--- config.mk ---
export PLATFORM = sky130hd
export DESIGN_NAME = lane_index_and_width_lookup_flat
export DESIGN_NICKNAME = d
export VERILOG_FILES = /design/src/rtl/core/lilw_pkg.sv /design/src/rtl/core/lilw_req_if.sv /design/src/rtl/core/lilw_rsp_if.sv /design/src/rtl/core/lane_index_and_width_lookup.sv /design/src/rtl/core/lilw_div_cell.sv /design/src/rtl/core/lilw_div_chain.sv /design/src/flat_wrapper.sv
export SDC_FILE = /design/constraint.sdc
export NUM_CORES = 2
export LEC_CHECK = 0
export BUFFER_PORTS_ARGS = -buffer_cell sky130_fd_sc_hd__buf_2
export CORE_MARGIN = 2
export CORE_UTILIZATION = 50
export CTS_BUF_LIST = sky130_fd_sc_hd__clkbuf_4 sky130_fd_sc_hd__clkbuf_8
export DETAILED_ROUTE_END_ITERATION = 7
export HOLD_SLACK_MARGIN = 0.15
export PLACE_DENSITY = 0.74
export SYNTH_ARGS = -nofsm -noshare
export SYNTH_HDL_FRONTEND = slang
export SYNTH_SLANG_ARGS = --single-unit
--- constraint.sdc ---
create_clock -name clk -period 11.75 [get_ports clk]
set_input_delay 0.5875 -clock clk [delete_from_list [all_inputs] [get_ports clk]]
set_output_delay 0.5875 -clock clk [all_outputs]
set_load 0.05 [all_outputs]
--- src/rtl/core/lilw_pkg.sv ---
// Shared constants, types and codes of the lane index and width lookup.
package lilw_pkg;

  localparam int MAX_LINES  = 16;
  localparam int COORD_BITS = 12;
  localparam int LINE_IDX_W = $clog2(MAX_LINES);
  localparam int KIND_W     = 8;
  localparam int RC_W       = 4;
  localparam int LANE_W     = 5;
  localparam int LKIND_W    = 9;
  localparam int FRAC_W     = 8;
  localparam int PT_W       = COORD_BITS + 1;
  localparam int NUM_W      = 2 * COORD_BITS + 11;
  localparam int DIV_W      = COORD_BITS;
  localparam int XQ_W       = NUM_W + 1;
  localparam int CHAIN_LEN  = NUM_W;
  localparam int CFG_IDX_W  = 2;
  localparam int CFG_DATA_W = COORD_BITS;

  typedef enum logic [CFG_IDX_W-1:0] {
    CFG_ROAD_COUNT = 2'd0,
    CFG_ROI_LEFT   = 2'd1,
    CFG_ROI_TOP    = 2'd2
  } cfg_reg_t;

  typedef enum logic {
    MODE_LOAD  = 1'b0,
    MODE_QUERY = 1'b1
  } mode_t;

  typedef enum logic [2:0] {
    ST_IDLE,
    ST_ISSUE,
    ST_WAIT,
    ST_WIDTH,
    ST_WWAIT,
    ST_DONE
  } state_t;

  typedef struct packed {
    logic [COORD_BITS-1:0] tx;
    logic [COORD_BITS-1:0] ty;
    logic [COORD_BITS-1:0] bx;
    logic [COORD_BITS-1:0] by;
    logic [KIND_W-1:0]     kind;
  } line_t;

  typedef struct packed {
    logic                  is_width;
    logic                  neg;
    logic [LINE_IDX_W-1:0] idx;
    logic [COORD_BITS-1:0] tx;
    logic [KIND_W-1:0]     kind;
  } div_tag_t;

  typedef struct packed {
    logic             valid;
    logic [DIV_W-1:0] rem;
    logic [NUM_W-1:0] nq;
    logic [DIV_W-1:0] dvs;
    div_tag_t         tag;
  } div_stage_t;

endpackage

--- src/rtl/core/lilw_req_if.sv ---
// Request channel: one load or query item with valid/ready handshake.
interface lilw_req_if;
  import lilw_pkg::*;

  logic                  valid;
  logic                  ready;
  logic                  mode;
  logic [3:0]            line_index;
  logic [COORD_BITS-1:0] top_x;
  logic [COORD_BITS-1:0] top_y;
  logic [COORD_BITS-1:0] bottom_x;
  logic [COORD_BITS-1:0] bottom_y;
  logic [KIND_W-1:0]     lane_kind_in;
  logic [COORD_BITS-1:0] point_x;
  logic [COORD_BITS-1:0] point_y;

  modport source (output valid, mode, line_index, top_x, top_y, bottom_x, bottom_y,
                  lane_kind_in, point_x, point_y, input ready);
  modport sink (input valid, mode, line_index, top_x, top_y, bottom_x, bottom_y,
                lane_kind_in, point_x, point_y, output ready);
endinterface

--- src/rtl/core/lilw_rsp_if.sv ---
// Response channel: lane number, lane width and lane kind of one query.
interface lilw_rsp_if;
  import lilw_pkg::*;

  logic                     valid;
  logic                     ready;
  logic signed [LANE_W-1:0] lane_number;
  logic [COORD_BITS-1:0]    lane_width;
  logic signed [LKIND_W-1:0] lane_kind;

  modport source (output valid, lane_number, lane_width, lane_kind, input ready);
  modport sink (input valid, lane_number, lane_width, lane_kind, output ready);
endinterface

--- src/rtl/core/lane_index_and_width_lookup.sv ---
// Lane index and lane width lookup: top level with sequencer and line table.
//
// Channels: req carries load items (mode 0, write one line of the table) and
// query items (mode 1, a point). rsp carries one result per query: lane
// number, average lane width at the point row, and kind of the found lane.
// Loads give no result. Registers road_count, roi_left and roi_top are
// written through cfg_we / cfg_index / cfg_data. The user must write them
// only while the block is idle; the block itself does not enforce this.
// A load is written into the line table when it is accepted. A query issues
// lines 0..N (N the effective road count) into a row of CHAIN_LEN division
// cells, one line per cycle, then divides the lane span by N through the
// same row, one quotient bit per cell. One query is in work at a time; req
// is ready again once the result sits in the output register, which holds
// it while rsp.ready is low. Reset empties the cell row, drops any pending
// result and sets road_count to 1 and the offsets to 0; the line table is
// not cleared and must be loaded before it is queried.
module lane_index_and_width_lookup
  import lilw_pkg::*;
(
  input  logic                  clk,
  input  logic                  rst,
  input  logic                  cfg_we,
  input  logic [CFG_IDX_W-1:0]  cfg_index,
  input  logic [CFG_DATA_W-1:0] cfg_data,
  lilw_req_if.sink              req,
  lilw_rsp_if.source            rsp
);

  line_t                 line_table [MAX_LINES];
  logic [RC_W-1:0]       road_count;
  logic [COORD_BITS-1:0] roi_left;
  logic [COORD_BITS-1:0] roi_top;

  state_t st, st_next;
  logic [LINE_IDX_W-1:0] cnt;
  logic [LINE_IDX_W-1:0] rc_q;
  logic [LINE_IDX_W-1:0] rc_eff;
  logic [PT_W-1:0]       px_q;
  logic [PT_W-1:0]       py_q;
  logic                  found;
  logic [LANE_W-1:0]     lane_q;
  logic [LKIND_W-1:0]    kind_q;
  logic [KIND_W-1:0]     prev_kind;
  logic signed [XQ_W-1:0] x0;
  logic [NUM_W-1:0]      diff_q;
  logic [COORD_BITS-1:0] width_q;

  logic req_fire;
  logic rsp_free;

  line_t                    ln;
  logic signed [COORD_BITS:0]   dx, dy, dx_raw, dy_raw;
  logic signed [COORD_BITS+1:0] pdy;
  logic signed [2*COORD_BITS+2:0] prod;
  logic [2*COORD_BITS+2:0]  pmag;
  logic [COORD_BITS:0]      dymag;
  div_stage_t               din, dout;

  logic [XQ_W-1:0]        qe, qs;
  logic signed [XQ_W-1:0] xq;
  logic                   hit;
  logic signed [XQ_W-1:0] span;
  logic [XQ_W-1:0]        span_abs;
  logic [NUM_W-FRAC_W:0]  wround;
  logic [COORD_BITS-1:0]  width_n;
  logic                   line_out, width_out, last_line;

  assign req_fire = req.valid && req.ready;
  assign rsp_free = !rsp.valid || rsp.ready;
  assign req.ready = (st == ST_IDLE);

  always_comb begin
    if (road_count == '0) begin
      rc_eff = LINE_IDX_W'(1);
    end else if (32'(road_count) > MAX_LINES - 1) begin
      rc_eff = LINE_IDX_W'(MAX_LINES - 1);
    end else begin
      rc_eff = LINE_IDX_W'(road_count);
    end
  end

  always_ff @(posedge clk) begin
    if (rst) begin
      road_count <= RC_W'(1);
      roi_left   <= '0;
      roi_top    <= '0;
    end else if (cfg_we) begin
      unique case (cfg_index)
        CFG_ROAD_COUNT: road_count <= cfg_data[RC_W-1:0];
        CFG_ROI_LEFT:   roi_left   <= cfg_data[COORD_BITS-1:0];
        CFG_ROI_TOP:    roi_top    <= cfg_data[COORD_BITS-1:0];
        default: ;
      endcase
    end
  end

  always_ff @(posedge clk) begin
    if (req_fire && req.mode == MODE_LOAD && 32'(req.line_index) < MAX_LINES) begin
      line_table[req.line_index[LINE_IDX_W-1:0]] <= '{
        tx: req.top_x, ty: req.top_y, bx: req.bottom_x, by: req.bottom_y,
        kind: req.lane_kind_in};
    end
  end

  // Line operand setup: offset from the top point times the slope numerator.
  always_comb begin
    ln     = line_table[cnt];
    dx_raw = $signed({1'b0, ln.bx}) - $signed({1'b0, ln.tx});
    dy_raw = $signed({1'b0, ln.by}) - $signed({1'b0, ln.ty});
    dx     = (dx_raw == '0) ? (COORD_BITS+1)'(1) : dx_raw;
    dy     = (dy_raw == '0) ? (COORD_BITS+1)'(1) : dy_raw;
    pdy    = $signed({1'b0, py_q}) - $signed({2'b0, ln.ty});
    prod   = dx * pdy;
    pmag   = prod[2*COORD_BITS+2] ? (2*COORD_BITS+3)'(-prod) : prod;
    dymag  = dy[COORD_BITS] ? (COORD_BITS+1)'(-dy) : dy;

    din = '0;
    if (st == ST_ISSUE) begin
      din.valid        = 1'b1;
      din.nq           = NUM_W'({pmag[2*COORD_BITS:0], {FRAC_W{1'b0}}});
      din.dvs          = dymag[DIV_W-1:0];
      din.tag.neg      = prod[2*COORD_BITS+2] ^ dy[COORD_BITS];
      din.tag.idx      = cnt;
      din.tag.tx       = ln.tx;
      din.tag.kind     = ln.kind;
    end else if (st == ST_WIDTH) begin
      din.valid        = 1'b1;
      din.nq           = diff_q;
      din.dvs          = DIV_W'(rc_q);
      din.tag.is_width = 1'b1;
    end
  end

  lilw_div_chain u_chain (
    .clk  (clk),
    .rst  (rst),
    .din  (din),
    .dout (dout)
  );

  // Floor division result back to line X, compare, and width rounding.
  always_comb begin
    qe        = XQ_W'(dout.nq);
    qs        = dout.tag.neg ? (-(qe + XQ_W'(|dout.rem))) : qe;
    xq        = $signed(XQ_W'({dout.tag.tx, 1'b1, {(FRAC_W-1){1'b0}}})) + $signed(qs);
    if (px_q == '0) begin
      hit = xq > -$signed(XQ_W'(1 << FRAC_W));
    end else begin
      hit = xq >= $signed(XQ_W'({px_q, {FRAC_W{1'b0}}}));
    end
    span      = xq - ((dout.tag.idx == '0) ? xq : x0);
    span_abs  = span[XQ_W-1] ? XQ_W'(-span) : span;
    line_out  = dout.valid && !dout.tag.is_width;
    width_out = dout.valid && dout.tag.is_width;
    last_line = line_out && (dout.tag.idx == rc_q);
    wround    = (NUM_W-FRAC_W+1)'((NUM_W+1)'(dout.nq) + (NUM_W+1)'(1 << (FRAC_W-1))
                >> FRAC_W);
    if (dout.nq < NUM_W'(1 << FRAC_W)) begin
      width_n = COORD_BITS'(1);
    end else if (wround > (NUM_W-FRAC_W+1)'({COORD_BITS{1'b1}})) begin
      width_n = '1;
    end else begin
      width_n = wround[COORD_BITS-1:0];
    end
  end

  always_comb begin
    st_next = st;
    unique case (st)
      ST_IDLE:  if (req_fire && req.mode == MODE_QUERY) st_next = ST_ISSUE;
      ST_ISSUE: if (cnt == rc_q) st_next = ST_WAIT;
      ST_WAIT:  if (last_line) st_next = ST_WIDTH;
      ST_WIDTH: st_next = ST_WWAIT;
      ST_WWAIT: if (width_out) st_next = ST_DONE;
      ST_DONE:  if (rsp_free) st_next = ST_IDLE;
      default:  st_next = ST_IDLE;
    endcase
  end

  always_ff @(posedge clk) begin
    if (rst) begin
      st        <= ST_IDLE;
      cnt       <= '0;
      found     <= 1'b0;
      rsp.valid <= 1'b0;
    end else begin
      st <= st_next;
      if (st == ST_ISSUE) begin
        cnt <= cnt + LINE_IDX_W'(1);
      end else if (st == ST_IDLE) begin
        cnt <= '0;
      end
      if (req_fire) begin
        found <= 1'b0;
      end else if (line_out && hit) begin
        found <= 1'b1;
      end
      if (st == ST_DONE && rsp_free) begin
        rsp.valid <= 1'b1;
      end else if (rsp.ready) begin
        rsp.valid <= 1'b0;
      end
    end
  end

  always_ff @(posedge clk) begin
    if (req_fire) begin
      rc_q   <= rc_eff;
      px_q   <= PT_W'(req.point_x) + PT_W'(roi_left);
      py_q   <= PT_W'(req.point_y) + PT_W'(roi_top);
      lane_q <= '1;
      kind_q <= '1;
    end else if (line_out && hit && !found) begin
      lane_q <= LANE_W'(dout.tag.idx) - LANE_W'(1);
      kind_q <= (dout.tag.idx == '0) ? '1 : {1'b0, prev_kind};
    end
    if (line_out) begin
      prev_kind <= dout.tag.kind;
      if (dout.tag.idx == '0) begin
        x0 <= xq;
      end
    end
    if (last_line) begin
      diff_q <= span_abs[NUM_W-1:0];
    end
    if (width_out) begin
      width_q <= width_n;
    end
    if (st == ST_DONE && rsp_free) begin
      rsp.lane_number <= lane_q;
      rsp.lane_kind   <= kind_q;
      rsp.lane_width  <= width_q;
    end
  end

endmodule

--- src/rtl/core/lilw_div_cell.sv ---
// One restoring division cell: settles one quotient bit and hands on.
module lilw_div_cell
  import lilw_pkg::*;
(
  input  logic       clk,
  input  logic       rst,
  input  div_stage_t din,
  output div_stage_t dout
);

  logic [DIV_W:0] trial;
  logic           ge;
  logic [DIV_W:0] diff;

  always_comb begin
    trial = {din.rem, din.nq[NUM_W-1]};
    ge    = trial >= {1'b0, din.dvs};
    diff  = trial - {1'b0, din.dvs};
  end

  always_ff @(posedge clk) begin
    if (rst) begin
      dout.valid <= 1'b0;
    end else begin
      dout.valid <= din.valid;
    end
    dout.rem <= ge ? diff[DIV_W-1:0] : trial[DIV_W-1:0];
    dout.nq  <= {din.nq[NUM_W-2:0], ge};
    dout.dvs <= din.dvs;
    dout.tag <= din.tag;
  end

endmodule

--- src/rtl/core/lilw_div_chain.sv ---
// Row of division cells, one quotient bit per cell, new operand every cycle.
module lilw_div_chain
  import lilw_pkg::*;
(
  input  logic       clk,
  input  logic       rst,
  input  div_stage_t din,
  output div_stage_t dout
);

  div_stage_t stage [CHAIN_LEN+1];

  assign stage[0] = din;

  for (genvar i = 0; i < CHAIN_LEN; i++) begin : g_cell
    lilw_div_cell u_cell (
      .clk  (clk),
      .rst  (rst),
      .din  (stage[i]),
      .dout (stage[i+1])
    );
  end

  assign dout = stage[CHAIN_LEN];

endmodule

--- src/flat_wrapper.sv ---
// flat-port wrapper written by rule: the top's interface ports become plain ports
module lane_index_and_width_lookup_flat import lilw_pkg::*;
  (clk, rst, cfg_we, cfg_index, cfg_data, req_valid, req_mode, req_line_index, req_top_x, req_top_y, req_bottom_x, req_bottom_y, req_lane_kind_in, req_point_x, req_point_y, req_ready, rsp_valid, rsp_lane_number, rsp_lane_width, rsp_lane_kind, rsp_ready);
  lilw_req_if req_i ();
  lilw_rsp_if rsp_i ();
  input  logic clk;
  input  logic rst;
  input  logic cfg_we;
  input  logic [CFG_IDX_W-1:0] cfg_index;
  input  logic [CFG_DATA_W-1:0] cfg_data;
  input wire logic [$bits(req_i.valid)-1:0] req_valid;
  input wire logic [$bits(req_i.mode)-1:0] req_mode;
  input wire logic [$bits(req_i.line_index)-1:0] req_line_index;
  input wire logic [$bits(req_i.top_x)-1:0] req_top_x;
  input wire logic [$bits(req_i.top_y)-1:0] req_top_y;
  input wire logic [$bits(req_i.bottom_x)-1:0] req_bottom_x;
  input wire logic [$bits(req_i.bottom_y)-1:0] req_bottom_y;
  input wire logic [$bits(req_i.lane_kind_in)-1:0] req_lane_kind_in;
  input wire logic [$bits(req_i.point_x)-1:0] req_point_x;
  input wire logic [$bits(req_i.point_y)-1:0] req_point_y;
  output wire logic [$bits(req_i.ready)-1:0] req_ready;
  output wire logic [$bits(rsp_i.valid)-1:0] rsp_valid;
  output wire logic [$bits(rsp_i.lane_number)-1:0] rsp_lane_number;
  output wire logic [$bits(rsp_i.lane_width)-1:0] rsp_lane_width;
  output wire logic [$bits(rsp_i.lane_kind)-1:0] rsp_lane_kind;
  input wire logic [$bits(rsp_i.ready)-1:0] rsp_ready;
  assign req_i.valid = req_valid;
  assign req_i.mode = req_mode;
  assign req_i.line_index = req_line_index;
  assign req_i.top_x = req_top_x;
  assign req_i.top_y = req_top_y;
  assign req_i.bottom_x = req_bottom_x;
  assign req_i.bottom_y = req_bottom_y;
  assign req_i.lane_kind_in = req_lane_kind_in;
  assign req_i.point_x = req_point_x;
  assign req_i.point_y = req_point_y;
  assign req_ready = req_i.ready;
  assign rsp_valid = rsp_i.valid;
  assign rsp_lane_number = rsp_i.lane_number;
  assign rsp_lane_width = rsp_i.lane_width;
  assign rsp_lane_kind = rsp_i.lane_kind;
  assign rsp_i.ready = rsp_ready;
  lane_index_and_width_lookup u_core (.clk(clk), .rst(rst), .cfg_we(cfg_we), .cfg_index(cfg_index), .cfg_data(cfg_data), .req(req_i), .rsp(rsp_i));
endmodule
==> metrics.cfg <==
[logic_synthesis]
synth_common_cells=3053 x dfxtp_1, 1087 x inv_1, 1043 x edfxtp_1, 688 x ha_1, 652 x nor2_1
synth_async_sr_flop_share_pct=0
yosysWarnings=0
synth_top_cell_area_share_pct=43.0
synthTopCellsByArea=dfxtp_1 43%, edfxtp_1 22%, ha_1 6.1%
synth.distinct_cells=100
synth-seq-cells=4096
synthFlopType=dfxtp_1
syn-num-nets=11600
seq_area_frac_synth_pct=65.0
synth_edf_count=1043
yosysTopAreaCell=dfxtp_1
synth_area_per_cell_sq_um=13.4
synthCells=10600
netlist_area_sq_um=142000
synth_most_common_cell=dfxtp_1

[sta]
finalSetupViolations=0
max_freq_mhz=90.4
post-route-period-util_pct=94.1
max-slew-margin-rel_pct=9.66
hold_violations=0
tns_ns=0
rsz0062_at_grt=no
post-route-min-period_ns=11.06
finClkSkew_ns=0.110
slew_violations=0
tightest_slew_ns=1.35

[die]
pin_count=132
dieHeight_um=537
initial_core_util_pct=50.3
die_x_um=537
rows=195
core-area_sq_um=283000
dieArea_sq_um=289000

[clocking]
cts.clk_slew.worst_paths_ns=0.07
clock_latency_ns=1.17
cts_sinks=4096
cts_root_buffer=clkbuf_8
cts_tree=built
cts.htree.levels=6
cts-buffers-inserted=615
cts_max_path_buffers=4

[critical_path]
crit_required_ns=12.83
crit_family=adder cells
arrival_ns=12.14
start_kind=flop
path_class=flop to flop
cp_num_buf_inv=9
cpMaxStageDelayCell=fa_1
path_max_fanout=23
crit_top_cell=fa_1
cp_slowest_stage_delay_ns=0.57
critical_path.endpoint_type=flop

[global_route]
grt_pass1_wl_um=459000
grt_pass1_vias=82400
grt_max_degree=89
track_usage_pct=20.4
grt_antenna_before_repair=34
grt_overflow=0

[flow_run]
drv_cap=0

[route]
wl_per_cell_um=19.1
route.detailed.drc=0
drtIter0Drc=5129
ant_nets=0
via_count=80100
viasPerCell=5.12
wl_um=299000
dr.pass1.iters=6

[place]
portBuffers=131
dpl.hpwl_um=206000
place_congestion=0.895

[final_layout]
drive_gt1_share_pct=16.8
regArea_sq_um=92500
finalNetCount=12400
fillCellCount=22000
multi_input_area_sq_um=45100
syn_to_final_growth_pct=14.4

[run_status]
run_status=completed

[min_path]
hp-class=flop to flop

metal layers:
| metal | GRT usage, % | wire (um) | share of wire (%) |
|---|---|---|---|
| met3 | 3.51 | 16700 | 5.6 |
| met1 | 24.8 | 122000 | 41 |
| met4 | 8.42 | 11300 | 3.8 |
| met5 | 0 | 111 | 0.037 |
| met2 | 35.9 | 149000 | 50 |
per-stage QoR:
| step | hold WS (ns) | setup WS (ns) | std cells | instance area (sq um) | util, % |
|---|---|---|---|---|---|
| floorplan | 0.310 | 0.609 | 10600 | 142000 | - |
| global placement | 0.309 | 0.146 | 14400 | 148000 | 52.3 |
| detailed placement | 0.312 | 0.0685 | 14400 | 148000 | 52.3 |
| CTS | 0.176 | 0.0445 | 15600 | 162000 | 57.5 |
| global route | 0.265 | 0.155 | 15600 | 163000 | 57.5 |
| finish | 0.263 | 0.692 | 15600 | 163000 | 57.5 |
final timing paths:
path	from	endpoint	slack (ns)	depth (start not counted)
min	u_core.u_chain.g_cell[4].u_cell.dout[13]	u_core.u_chain.g_cell[5].u_cell.dout[13]	0.26	0
max	flop	u_core.u_chain.g_cell[0].u_cell.dout[64]	0.69	39
max reg2reg	flop	u_core.u_chain.g_cell[0].u_cell.dout[64]	0.69	39
min reg2reg	u_core.u_chain.g_cell[4].u_cell.dout[13]	u_core.u_chain.g_cell[5].u_cell.dout[13]	0.26	0
worst register-to-register path, delay by kind of cell, from the launching register on:
| family | cells | cell delay, ns |
|---|---|---|
| AOI/OAI and AO/OA | 10 | 2.60 |
| xor gates and xnor gates | 1 | 0.08 |
| adders and majority gates | 9 | 4.06 |
| buffers and inverters | 9 | 1.20 |
| DFF | 1 | 0.41 |
| muxes | 2 | 1.08 |
| and+or+nand+nor | 8 | 1.60 |
repair_timing:
| item | in CTS | in global routing |
|---|---|---|
| resized for setup | 0 | 8 |
| endpoints found under the setup margin | 5 | 25 |
| hold buffers | 120 | 0 |
| pin swaps | 1 | 1 |
| hold endpoints to repair | 1042 | 0 |
| buffers inserted | 0 | 9 |
cell type report:
type,count,area share (%)
clock inverters,174,1.21
clock buffers,917,7.02
well taps,3743,2.88
multi-input cells,5233,27.7
repair buffers,372,1.75
flip-flops and latches,4096,56.9
inverters,1089,2.51
diodes,19,0.0292
state kept, by name, summed over array words and instances (netlist names), 4 cells and up, named ones only:
signal / count
u_core.width_q: 12
u_core.lane_q: 5
u_core.rsp.lane_kind: 9
u_core.diff_q: 35
u_core.prev_kind: 8
u_core.kind_q: 9
u_core.road_count: 4
u_core.rc_q: 4
u_core.py_q: 13
u_core.cnt: 4
u_core.roi_left: 12
u_core.px_q: 13
u_core.rsp.lane_width: 12
u_core.roi_top: 12
u_core.rsp.lane_number: 5
u_core.line_table: 896
u_core.x0: 36
u_core.u_chain.g_cell.u_cell.dout: 2998
cell families after synthesis:
logic type | count (synthesis) | share of synthesized area [%]
AO/OA/AOI/OAI | 1270 | 5.61
XOR/XNOR | 390 | 2.45
adder cells (fa/ha/maj) | 902 | 9.07
buffers and inverters | 1282 | 3.40
flip-flops | 4096 | 65.0
multiplexers | 710 | 7.74
AND/OR/NAND/NOR | 1961 | 6.71
placed cells by master, fill, tap and decap left out, types with 37 or more instances in the layout:
cell type | netlist | layout
and2_1 | 67 | 67
buf_2 | 7 | 131
o31ai_1 | 49 | 49
xnor2_1 | 288 | 286
buf_4 | 0 | 115
nor2_1 | 652 | 639
xor2_1 | 98 | 97
inv_1 | 1087 | 1087
a21boi_0 | 200 | 200
clkinv_2 | 0 | 61
mux4_2 | 280 | 280
o21ai_0 | 397 | 396
a211oi_1 | 48 | 48
dfxtp_1 | 3053 | 3048
edfxtp_1 | 1043 | 1043
clkbuf_8 | 0 | 724
a21oi_1 | 291 | 290
nand2_1 | 480 | 480
clkbuf_4 | 0 | 193
mux2_2 | 309 | 309
mux2i_1 | 121 | 121
fa_1 | 214 | 214
a21o_1 | 58 | 58
nand4_1 | 123 | 123
ha_1 | 688 | 688
dlygate4sd3_1 | 0 | 120
nand3_1 | 53 | 53
and3_1 | 37 | 37
nand2b_1 | 71 | 71
nor3_1 | 104 | 100
nor2b_1 | 179 | 178
Power is not shown: default switching activity piles up to over one toggle a cycle in this logic, so the estimate is an artifact.
